$ cat src/hw/rtl/ppu_pkg.sv
package ppu_pkg;

  // Item kinds.
  localparam logic KIND_SPAWN = 1'b0;
  localparam logic KIND_TICK  = 1'b1;

  // Configuration register indexes.
  localparam logic CFG_DRAG    = 1'b0;
  localparam logic CFG_GRAVITY = 1'b1;

  localparam logic [15:0] DRAG_RESET = 16'hFFFF;

  typedef struct packed {
    logic               kind;
    logic signed [23:0] pos_x;
    logic signed [23:0] pos_y;
    logic signed [23:0] vel_x;
    logic signed [23:0] vel_y;
    logic [15:0]        size;
    logic [23:0]        color;
    logic [15:0]        lifetime;
    logic [15:0]        dt;
  } in_item_t;

  typedef struct packed {
    logic [5:0]         slot;
    logic               present;
    logic signed [23:0] draw_x;
    logic signed [23:0] draw_y;
    logic [15:0]        draw_size;
    logic [23:0]        draw_color;
    logic [7:0]         alpha;
    logic               last;
  } res_item_t;

  // One stored particle.
  typedef struct packed {
    logic signed [23:0] pos_x;
    logic signed [23:0] pos_y;
    logic signed [23:0] vel_x;
    logic signed [23:0] vel_y;
    logic [15:0]        life;
    logic [15:0]        life_max;
    logic [15:0]        size;
    logic [23:0]        color;
  } part_t;

  // Commands from the controller to the datapath.
  typedef struct packed {
    logic latch;
    logic spawn;
    logic rd_slot;
    logic mul1;
    logic vel;
    logic mul2;
    logic upd;
    logic div_step;
    logic emit_tick;
    logic emit_end;
  } ppu_cmd_t;

  // Status from the datapath to the controller.
  typedef struct packed {
    logic pool_empty;
    logic alive_cur;
    logic die;
  } ppu_stat_t;

  // Saturate a wide signed value to the signed 24-bit range.
  function automatic logic signed [23:0] sat24(input logic signed [47:0] v);
    logic signed [23:0] r;
    if (v > 48'sd8388607) begin
      r = 24'sh7FFFFF;
    end else if (v < -48'sd8388608) begin
      r = 24'sh800000;
    end else begin
      r = v[23:0];
    end
    return r;
  endfunction

endpackage

$ cat src/hw/rtl/ppu_ctrl.sv
module ppu_ctrl #(
  parameter int POOL_SLOTS = 64
) (
  input  logic                          clk,
  input  logic                          rst,
  input  logic                          start,
  input  logic                          kind,
  input  ppu_pkg::ppu_stat_t            stat,
  output ppu_pkg::ppu_cmd_t             cmd,
  output logic [$clog2(POOL_SLOTS)-1:0] idx,
  output logic                          busy
);
  import ppu_pkg::*;

  localparam int AW = $clog2(POOL_SLOTS);
  localparam logic [AW-1:0] LAST_IDX = AW'(POOL_SLOTS - 1);

  typedef enum logic [3:0] {
    S_IDLE, S_SPAWN, S_SCAN, S_MUL1, S_VEL, S_MUL2, S_UPD, S_DIV, S_EMIT, S_END
  } state_t;

  state_t     state;
  logic [2:0] step;
  logic       accept;

  assign accept = start && (state == S_IDLE);
  assign busy   = (state != S_IDLE);

  // Command decode from the current state.
  always_comb begin
    cmd           = '0;
    cmd.latch     = accept;
    cmd.spawn     = (state == S_SPAWN);
    cmd.rd_slot   = (state == S_SCAN);
    cmd.mul1      = (state == S_MUL1);
    cmd.vel       = (state == S_VEL);
    cmd.mul2      = (state == S_MUL2);
    cmd.upd       = (state == S_UPD);
    cmd.div_step  = (state == S_DIV);
    cmd.emit_tick = (state == S_EMIT);
    cmd.emit_end  = (state == S_END);
  end

  // Sequencer: spawn in one step, tick walks the slots in ascending order.
  always_ff @(posedge clk) begin
    if (rst) begin
      state <= S_IDLE;
      idx   <= '0;
      step  <= '0;
    end else begin
      unique case (state)
        S_IDLE: begin
          if (accept) begin
            idx   <= '0;
            state <= (kind == KIND_TICK) ? S_SCAN : S_SPAWN;
          end
        end
        S_SPAWN: state <= S_IDLE;
        S_SCAN: begin
          if (stat.alive_cur) begin
            state <= S_MUL1;
          end else if (idx == LAST_IDX) begin
            state <= S_END;
          end else begin
            idx <= idx + 1'b1;
          end
        end
        S_MUL1: state <= S_VEL;
        S_VEL:  state <= S_MUL2;
        S_MUL2: state <= S_UPD;
        S_UPD: begin
          step <= '0;
          if (!stat.die) begin
            state <= S_DIV;
          end else if (idx == LAST_IDX) begin
            state <= S_END;
          end else begin
            idx   <= idx + 1'b1;
            state <= S_SCAN;
          end
        end
        S_DIV: begin
          step <= step + 1'b1;
          if (step == 3'd7) begin
            state <= S_EMIT;
          end
        end
        S_EMIT: begin
          if (idx == LAST_IDX) begin
            state <= S_END;
          end else begin
            idx   <= idx + 1'b1;
            state <= S_SCAN;
          end
        end
        S_END:   state <= S_IDLE;
        default: state <= S_IDLE;
      endcase
    end
  end

endmodule

$ cat config.mk
export PLATFORM = sky130hd
export DESIGN_NAME = ppu_ctrl
export DESIGN_NICKNAME = d
export VERILOG_FILES = /design/src/hw/rtl/ppu_pkg.sv /design/src/hw/rtl/ppu_ctrl.sv
export SDC_FILE = /design/constraint.sdc
export NUM_CORES = 1
export LEC_CHECK = 0
export ABC_AREA = 1
export BUFFER_PORTS_ARGS = -buffer_cell sky130_fd_sc_hd__buf_2
export CAP_MARGIN = 20
export CORE_ASPECT_RATIO = 0.7
export CORE_MARGIN = 3
export CORE_UTILIZATION = 31
export DETAILED_ROUTE_END_ITERATION = 6
export PLACE_DENSITY = 0.62
export SKIP_LAST_GASP = 1
export SLEW_MARGIN = 40
export SYNTH_ARGS = -nofsm -noshare
export SYNTH_HDL_FRONTEND = slang
export SYNTH_SLANG_ARGS = --single-unit
$ cat constraint.sdc
create_clock -name clk -period 2.13 [get_ports clk]
set_input_delay 0.3195 -clock clk [delete_from_list [all_inputs] [get_ports clk]]
set_output_delay 0.3195 -clock clk [all_outputs]
set_load 0.005 [all_outputs]
After elaboration in Yosys (flattened, before gate mapping)
Index checks and enable logic that the tools add are counted.
W data, S select, Z words.
{ "op_classes": {"add_sub_neg": 2, "n_eq_ne": 16, "muxes": 14, "n_reduce_logical": 7} }
{ "op_table": {"columns": ["cell", "count"], "rows": [
  ["$pmux W4 S8", 1],
  ["$mux W4", 6],
  ["$mux W6", 4],
  ["$pmux W6 S4", 1],
  ["$eq A4 B3 Y1 const B", 4],
  ["$eq A4 B2 Y1 const B", 2],
  ["$eq A4 B4 Y1 const B", 2],
  ["$reduce_bool A4 Y1", 2],
  ["$add A6 B1 Y6 const B", 1],
  ["$eq A6 B6 Y1 const B", 1],
  ["$ne A2 B2 Y1 const B", 3],
  ["$pmux W3 S2", 1],
  ["$eq A4 B1 Y1 const B", 1],
  ["$logic_not A4 Y1", 1],
  ["$reduce_and A4 Y1", 1],
  ["$add A3 B1 Y3 const B", 1],
  ["$eq A3 B3 Y1 const B", 1],
  ["$ne A3 B2 Y1 const B", 1],
  ["$reduce_and A3 Y1", 1],
  ["$mux W2", 1],
  ["$ne A2 B1 Y1 const B", 1],
  ["$reduce_bool A2 Y1", 1],
  ["$logic_and A1 B1 Y1", 1]
]} }
{ "word_totals": {"wordCells": 42, "out_inout_bits": 17, "in_bits": 7, "ff_bits": 13} }

Logic depth before layout (Yosys ltp)
Gate-level depths: netlist (run 1).
{ "depth": {"word_depth": 4, "depth_mapped": 10, "ltp_nobuf": 9} }

Worst setup path before layout (run 1)
OpenSTA, ideal clock, no wires.
{ "synth_timing": {"path_type": "reg-to-reg", "startpoint": "register idx[0]", "endpoint": "register state[1]", "path_slack_ns": 0.771, "period_less_slack_ns": 1.359, "path_buffers": 0, "t_required_ns": 2.000, "arrival_ns": 1.229, "stages_incl_launch_ff": 9, "setup_ns": 0.130, "cell_sequence": "dfxtp_1 > ha_1 > nand3_1 > nor2_4 > nand2_1 > nand2_1 > nand3_1 > nand2_1 > a21oi_1"} }
{ "synth_via": {"elab_chain_len": 4, "word_cells_on_any_way": 6, "classes_between": "eq/ne (2); mux (3); reduce/logical (1)"} }
{ "synth_rtl": {"columns": ["item", "line_no", "source"], "rows": [
  ["start: declaration", "ppu_ctrl.sv:10", "output logic [$clog2(POOL_SLOTS)-1:0] idx,"],
  ["start signal: assignment", "ppu_ctrl.sv:65", "idx <= idx + 1'b1;"],
  ["start signal: assignment", "ppu_ctrl.sv:78", "idx <= idx + 1'b1;"],
  ["start signal: assignment", "ppu_ctrl.sv:92", "idx <= idx + 1'b1;"],
  ["$eq A6 B6 Y1 (*)", "ppu_ctrl.sv:62, ppu_ctrl.sv:75, ppu_ctrl.sv:89", null],
  ["$mux W4", "ppu_ctrl.sv:75, ppu_ctrl.sv:89", null],
  ["$mux W4", "ppu_ctrl.sv:73", "if (!stat.die) begin"],
  ["$pmux W4 S8", "ppu_ctrl.sv:51", "unique case (state)"],
  ["end signal: assignment", "ppu_ctrl.sv:55", "state <= (kind == KIND_TICK) ? S_SCAN : S_SPAWN;"],
  ["end: declaration", "ppu_ctrl.sv:22", "state_t state;"]
]} }
Mark *: on every way between the ends. The rest lies on a longest branch, timed or not.
A chain may end at the register's enable or synchronous reset.

==> results of run 1 <==
-- flip-flops by register name (all words and copies together), names as in the netlist --
register	count
step	3
idx	6
state	4
-- worst max-delay path: cells and delay by family (launching register included) --
kind,cells,cell delay (ps)
DFF,1,540
and+or+nand+nor,2,420
buffers and inverters,1,150
-- layout by cell type, fill, tap and decap left out, drive strengths merged --
master and instances:
nand2 47, nor2 24, buf 22, inv 21, nand3 16, dfxtp 13, a21oi 12, clkbuf 4
nor3 3, nand4 3, o21ai 3, ha 3, nor4 1, o211ai 1, xnor2 1, a31oi 1
-- final cells by class --
type,instances,area [um^2]
Timing Repair Buffer,22,110
Clock buffer,4,45.0
Inverter,21,78.8
Tap cell,36,45.0
Sequential cell,13,260
Multi-Input combinational cell,115,632
Fill cell,313,1750
-- kinds of logic (layout without fill, tap and decap cells) --
family | count (synthesis) | after routing | share of synthesized area, %
flops | 13 | 13 | 26.2
xor+xnor | 1 | 1 | 0.882
simple gates | 94 | 94 | 50.0
compound gates | 17 | 17 | 8.94
fa+ha+maj | 3 | 3 | 3.78
buf+inv | 24 | 47 | 10.2
-- power by group through the flow --
| stage | clock, mW | sequential [mW] | combinational (mW) |
|---|---|---|---|
| 2_1_floorplan | 0 | 0.315 | 0.301 |
| 3_3_place_gp | 0 | 0.329 | 0.368 |
| 3_5_place_dp | 0 | 0.329 | 0.375 |
| 4_1_cts | 0.221 | 0.324 | 0.377 |
| 5_1_grt | 0.234 | 0.332 | 0.428 |
| 6_report | 0.213 | 0.324 | 0.375 |
-- routing by layer --
| layer | share of wire (%) | vias to the layer above |
|---|---|---|
| li1 | - | 538 |
| met1 | 50 | 436 |
| met2 | 42 | 25 |
| met3 | 6.1 | 8 |
| met4 | 2.0 | 0 |
| met5 | 0 | - |
-- through the flow --
step                      hold WS (ps)  area [um^2]  utilization, %
after floorplan                    443          993               -
after global placement             455         1130            38.5
after detailed placement           467         1130            38.5
after CTS                          370         1170            40.1
after global routing               381         1170            40.1
final                              373         1170            40.1
-- worst max path at each step --
| stage | from | to | slack [ps] |
|---|---|---|---|
| CTS | state[1] | cmd[2] | 450 |
| global placement | state[1] | idx[5] | 610 |
| finish | state[1] | cmd[2] | 460 |
| detailed placement | state[1] | idx[5] | 580 |
| floorplan | idx[0] | state[1] | 770 |
| global route | state[1] | cmd[2] | 350 |
==> flow_summary_export.csv, run 1 <==
group,metric,value,unit
clock_network,cts_tree,"yes",
timing,fin_tns_setup,0,ps
critical_path,critPathSlowestCell,"dfxtp_1",
floorplan,start_util,34.0,%
critical_path,cp-start-kind,"register",
floorplan,rows,16,
min_path,hold_depth,2,
global_routing,grt_max_degree,11,
synth,synth_ff_type,"dfxtp_1",
synth,yosys.area.top_type_share,26.2,%
critical_path,cpPeakStageDelay,540,ps
critical_path,cp_max_fo,10,
route,vias,1007,
critical_path,r2r_start,"state[1]",
min_path,min_to,"idx[4]",
critical_path,required,1810,ps
clock_network,root_buffer,"clkbuf_8",
power,p_sw_share,40.0,%
critical_path,end_kind,"output port",
timing,hold_viol,0,
synth,yosysMostFrequentCell,"nand2_1",
floorplan,core,2920,um^2
clock_network,cts_setup_buffers,0,
synth,yosysUniqueCellTypes,24,
power,switching_power,0.365,mW
floorplan,die_x,73.7,um
critical_path,reg2reg_to,"idx[5]",
placement,dp_hpwl,1.89,mm
floorplan,die_h,53.4,um
power,ir_worst_vdd,184,uV
synth,synth-edff-count,0,
clock_network,cts_buffers,3,
route,wire_per_inst,11.1,um
route,drc,0,
global_routing,grt_pass1_vias,890,
critical_path,rrSetupSlack,560,ps
global_routing,use_met3,3.23,%
critical_path,worstPathCellList,"nand2_1 > nor2_4 > buf_2",
clock_network,clock_path_buffers,2,
global_routing,grt_antenna_before_repair,0,
route,firstDrtPassIters,4,
layout,antenna_cells,0,
global_routing,grt_usage,13.0,%
global_routing,grt.busiest_layer,"met2",
clock_network,htreeDepth,1,
global_routing,grt_overflow,0,
timing,clock.fmax,598,MHz
global_routing,grtUsageMet1,17.6,%
power,pwr-share-clk,23.4,%
placement,gp_congestion,0.855,
synth,ys_seq_elements,13,
synth,synth_area,993,um^2
clock_network,clk_latency,240,ps
power,comb_power_share,41.1,%
global_routing,grt_first_pass_wirelength,3.94,mm
clock_network,cts.sinks,13,
critical_path,r2r_cells,9,
route,drt_iter0_markers,67,
clock_network,cts.clk_slew.worst_paths,50,ps
route,finalWirelength,2.33,mm
power,p_seq_share,35.6,%
critical_path,criticalPathCategory,"register to output port",
floorplan,die_area,3930,um^2
timing,setup_violations,0,
synth,synth_area_leaders,"dfxtp_1 (26%), nand2_1 (15%), nand3_1 (7.1%)",
route,ant_nets,0,
synth,yosysTopAreaCell,"dfxtp_1",
global_routing,use_met2,19.9,%
layout,drive_gt1_share,28.0,%
timing,timing.slew.headroom,75.3,%
layout,area_growth,17.9,%
critical_path,crit_arrival,1350,ps
layout,nets,186,
clock_network,hold_buffers,0,
synth,synth_nets,162,
flow_run,cap_violations,0,
floorplan,ios,24,
timing,slew_viol_final,0,
timing,tightest_slew,370,ps
min_path,worstHoldStart,"rst",
clock_network,cts_resized,0,
timing,rsz0062_at_grt,"no",
timing,skew,0.496,ps
synth,syn_area_per_cell,6.54,um^2
synth,yosys_warnings,0,
route,via_per_inst,4.77,
status,outcome,"finished clean",
timing,fin_ws,458,ps
power,powerDensity,779,nW/um^2
synth,synth_common_cells,"nand2_1 (39), inv_1 (16), nor2_1 (15)",
power,p_leak,0.615,nW
synth,syn_inst,152,
layout,instances_no_fill,211,
min_path,hold_path_class,"input pin to register",
placement,pre_cts_ws,581,ps
placement,portBuffers,22,
power,p_int,0.548,mW
synth,async_flop_share,0,%
power,p_total,0.912,mW
synth,yosysSeqAreaShare,26.2,%
timing,period_share,78.5,%
placement,place_inst,207,
timing,fin_crit,1670,ps
(Power assumes the default switching activity.)
==> inputs of run 2 (changes only) <==
==> constraint.sdc (replaced) <==
create_clock -name clk -period 1.75 [get_ports clk]
set_input_delay 0.2625 -clock clk [delete_from_list [all_inputs] [get_ports clk]]
set_output_delay 0.2625 -clock clk [all_outputs]
set_load 0.005 [all_outputs]
==> flow_summary_export.csv, run 2 (synthesis gave the netlist of run 1 again) <==
group,metric,value,unit
layout,area_growth,20.3,%
clock_network,hold_buffers,0,
layout,final_util,40.9,%
critical_path,crit_arrival,1380,ps
global_routing,use_met2,20.7,%
layout,final_common_cell,"nand2_1",
clock_network,cts_setup_buffers,0,
route,via_per_inst,4.90,
timing,fin_crit,1640,ps
timing,tightest_slew,347,ps
route,wire_per_inst,10.9,um
floorplan,core,2920,um^2
route,drc,0,
global_routing,grt_pass1_vias,921,
clock_network,root_buffer,"clkbuf_8",
timing,skew,1.27,ps
placement,portBuffers,22,
floorplan,ios,24,
floorplan,die_area,3930,um^2
timing,hold_viol,0,
power,p_seq_share,33.8,%
clock_network,cts_tree,"yes",
layout,largest_reg_flops,6,
clock_network,cts.clk_slew.worst_paths,60,ps
power,comb_power_share,42.7,%
clock_network,cts_resized,0,
clock_network,clk_latency,240,ps
floorplan,rows,16,
flow_run,cap_violations,0,
route,ant_nets,0,
critical_path,cp-start-kind,"register",
timing,timing.slew.headroom,76.9,%
layout,nets,189,
layout,reg_top3,"idx (6), state (4), step (3)",
critical_path,cp_max_fo,6,
layout,antenna_cells,0,
floorplan,die_x,73.7,um
power,p_leak,0.634,nW
timing,slew_viol_final,0,
timing,period_share,93.6,%
min_path,hold_path_class,"input pin to register",
status,outcome,"finished clean",
route,vias,1049,
clock_network,cts.sinks,13,
critical_path,criticalPathCategory,"register to output port",
global_routing,use_met3,3.98,%
placement,gp_congestion,0.839,
global_routing,grt_max_degree,10,
route,firstDrtPassIters,4,
timing,rsz0062_at_grt,"no",
layout,final_cell_mix,"nand2_1 (39), buf_2 (22), inv_1 (16)",
clock_network,htreeDepth,1,
layout,fillerInstances,307,
power,powerDensity,952,nW/um^2
placement,dp_hpwl,1.93,mm
power,p_int,0.679,mW
global_routing,grt_usage,12.9,%
power,ir_worst_vdd,392,uV
floorplan,die_h,53.4,um
floorplan,start_util,34.0,%
route,drt_iter0_markers,52,
clock_network,clock_path_buffers,2,
timing,clock.fmax,610,MHz
timing,fin_tns_setup,0,ps
power,p_sw_share,40.3,%
global_routing,grt_overflow,0,
global_routing,grt_antenna_before_repair,0,
route,finalWirelength,2.32,mm
critical_path,required,1490,ps
power,pwr-share-clk,23.5,%
layout,regMostFlops,"idx",
global_routing,grt_first_pass_wirelength,3.88,mm
timing,setup_violations,0,
layout,drive_gt1_share,29.8,%
global_routing,grtUsageMet1,16.4,%
power,switching_power,0.458,mW
global_routing,grt.busiest_layer,"met2",
critical_path,end_kind,"output port",
clock_network,cts_buffers,3,
[run 2: final timing paths]
check             startpoint  endpoint  slack, ps  depth (start not counted)
hold reg to reg      step[1]   step[1]        470                          2
setup reg to reg    state[1]    idx[5]        250                          9
hold / removal           rst   step[1]        320                          2
setup / recovery    state[1]    cmd[1]        110                          5
[run 2: critical path: stages, from the launching register on]
cell and delay [ps]:
dfxtp_1 380, buf_4 180, nor2_1 170, nand3_2 150
inv_1 130, buf_2 130
[run 2: cell type report]
type	instances	area (um^2)	area share (%)
tap	36	45.0	3.77
sequential	13	260	21.8
inverter	21	78.8	6.60
multi-input combinational	115	632	52.9
clock inverter	1	5.00	0.419
clock buffer	3	41.3	3.46
timing repair buffer	25	133	11.1
[run 2: power by group through the flow]
stage	Combinational, mW	Clock [mW]	Sequential (mW)
2_1_floorplan	0.366	0	0.383
3_3_place_gp	0.482	0	0.388
3_5_place_dp	0.486	0	0.389
4_1_cts	0.488	0.284	0.383
5_1_grt	0.552	0.291	0.388
6_report	0.486	0.267	0.384
[run 2: per-layer routing]
metal / wire length (um) / part of all wire (%)
met5: 0 / 0
met1: 1120 / 48
met4: 13 / 0.56
met2: 1050 / 45
met3: 142 / 6.1
[run 2: stage by stage]
step | std cells | setup slack, ps | hold WS [ps] | area [um^2] | power [mW]
after floorplan | 152 | 391 | 443 | 993 | 0.749
after global placement | 210 | 287 | 454 | 1150 | 0.871
after detailed placement | 210 | 275 | 464 | 1150 | 0.875
after CTS | 214 | 116 | 312 | 1190 | 1.16
after global routing | 214 | 13.6 | 332 | 1190 | 1.23
final | 214 | 111 | 323 | 1190 | 1.14
==> inputs of run 3 (changes only) <==
--- a/config.mk
+++ b/config.mk
@@ -8,11 +8,13 @@
 export ABC_AREA = 1
 export BUFFER_PORTS_ARGS = -buffer_cell sky130_fd_sc_hd__buf_2
 export CAP_MARGIN = 20
+export CELL_PAD_IN_SITES_DETAIL_PLACEMENT = 0
+export CELL_PAD_IN_SITES_GLOBAL_PLACEMENT = 2
 export CORE_ASPECT_RATIO = 0.7
 export CORE_MARGIN = 3
-export CORE_UTILIZATION = 31
+export CORE_UTILIZATION = 27
 export DETAILED_ROUTE_END_ITERATION = 6
-export PLACE_DENSITY = 0.62
+export PLACE_DENSITY = 0.88
 export SKIP_LAST_GASP = 1
 export SLEW_MARGIN = 40
 export SYNTH_ARGS = -nofsm -noshare
==> flow_summary_export.csv, run 3 (synthesis gave the netlist of run 1 again) <==
group,metric,value,unit
status,outcome,"finished clean",
critical_path,criticalPathCategory,"register to output port",
clock_network,hold_buffers,0,
route,ant_nets,0,
route,wire_per_inst,11.2,um
global_routing,grt_first_pass_wirelength,4.53,mm
timing,period_share,91.4,%
critical_path,cp-start-kind,"register",
power,p_leak,0.624,nW
critical_path,critPathSlowestCell,"dfxtp_1",
critical_path,crit_arrival,1340,ps
clock_network,cts_buffers,3,
floorplan,die_h,56.8,um
placement,place_inst,220,
global_routing,grt_pass1_vias,993,
timing,clock.fmax,625,MHz
layout,regMostFlops,"idx",
critical_path,cpPeakStageDelay,520,ps
timing,fin_crit,1600,ps
clock_network,cts.clk_slew.worst_paths,60,ps
critical_path,worstPathCellList,"nand2_1 > nor2_4 > buf_2",
layout,final_cell_area,1200,um^2
layout,instances_no_fill,224,
route,drc,0,
layout,reg_top3,"idx (6), state (4), step (3)",
floorplan,rows,17,
global_routing,grt_antenna_before_repair,0,
clock_network,clk_latency,240,ps
clock_network,cts.sinks,13,
power,powerDensity,946,nW/um^2
timing,hold_viol,0,
floorplan,start_util,29.7,%
layout,final_util,36.1,%
layout,final_cell_mix,"nand2_1 (39), buf_2 (22), inv_1 (16)",
timing,timing.slew.headroom,77.2,%
route,drt_iter0_markers,54,
layout,fillerInstances,387,
placement,portBuffers,22,
clock_network,root_buffer,"clkbuf_8",
global_routing,grt_usage,12.4,%
layout,area_growth,21.3,%
layout,drive_gt1_share,29.9,%
floorplan,die_x,78.5,um
timing,fin_tns_setup,0,ps
clock_network,htreeDepth,1,
layout,antenna_cells,0,
clock_network,clock_path_buffers,2,
power,p_total,1.14,mW
layout,nets,188,
layout,largest_reg_flops,6,
placement,post_dp_cell_area,1150,um^2
critical_path,end_kind,"output port",
critical_path,required,1490,ps
route,vias,1012,
floorplan,die_area,4450,um^2
global_routing,grt_overflow,0,
timing,fin_ws,151,ps
route,firstDrtPassIters,4,
timing,slew_viol_final,0,
route,finalWirelength,2.52,mm
route,via_per_inst,4.52,
timing,skew,1.32,ps
global_routing,grt_max_degree,10,
floorplan,ios,24,
critical_path,critPathTopFamily,"flip-flops",
timing,tightest_slew,341,ps
placement,gp_congestion,0.771,
placement,dp_hpwl,2.00,mm
flow_run,cap_violations,0,
timing,timing.hold.ws,317,ps
clock_network,cts_tree,"yes",
min_path,hold_path_class,"input pin to register",
layout,final_common_cell,"nand2_1",
critical_path,cp_max_fo,7,
floorplan,core,3340,um^2
placement,pre_cts_ws,219,ps
critical_path,path_buf_inv,1,
timing,setup_violations,0,
power,ir_worst_vdd,384,uV
run 3: cell count changes in the layout (fill, tap and decap cells not counted):
cell      before  now
buf_4          3    2
clkbuf_1       0    1
clkinv_2       1    0
ha_1           3    2
ha_2           0    1
nor2_1        15   14
nor2_2         4    5
run 3: repair_timing:
action | CTS | global route
resized for setup | 0 | 2
buffers inserted | 0 | 0
endpoints found under the setup margin | 0 | 4
run 3: final cells by class:
| class | instances | area, um^2 | area share [%] |
|---|---|---|---|
| flip-flops and latches | 13 | 260 | 21.6 |
| well taps | 47 | 58.8 | 4.88 |
| inverters | 21 | 78.8 | 6.54 |
| multi-input cells | 115 | 637 | 52.9 |
| clock buffers | 4 | 45.0 | 3.74 |
| repair buffers | 24 | 125 | 10.4 |
run 3: power by group:
group	internal [mW]	switching [mW]
registers	0.332	0.0561
logic	0.185	0.294
clock network	0.161	0.112
total	0.678	0.462
run 3: path summary, 6_finish.rpt:
check	start	end	slack [ps]	cells after the start
setup / recovery	state[0]	cmd[2]	150	3
hold / removal	rst	step[1]	320	2
setup reg to reg	idx[0]	idx[4]	180	7
hold reg to reg	step[1]	step[1]	460	2
run 3: worst reg2reg max path, stage by stage (launching register included):
cell and delay, ps:
dfxtp_1 420, ha_2 250, nand3_1 180, nor2_4 240
nand2_4 110, nand2_2 110, nand2_1 50, a21oi_1 120
run 3: metal layers:
layer  routed length [um]  vias up  part of all wire [%]  track usage (%)
li1                     -      542                     -                -
met1                 1360      455                    54             17.9
met2                 1050       13                    42             18.5
met3                   99        2                   3.9             3.85
met4                    5        0                  0.20             1.50
met5                    0        -                     0                0
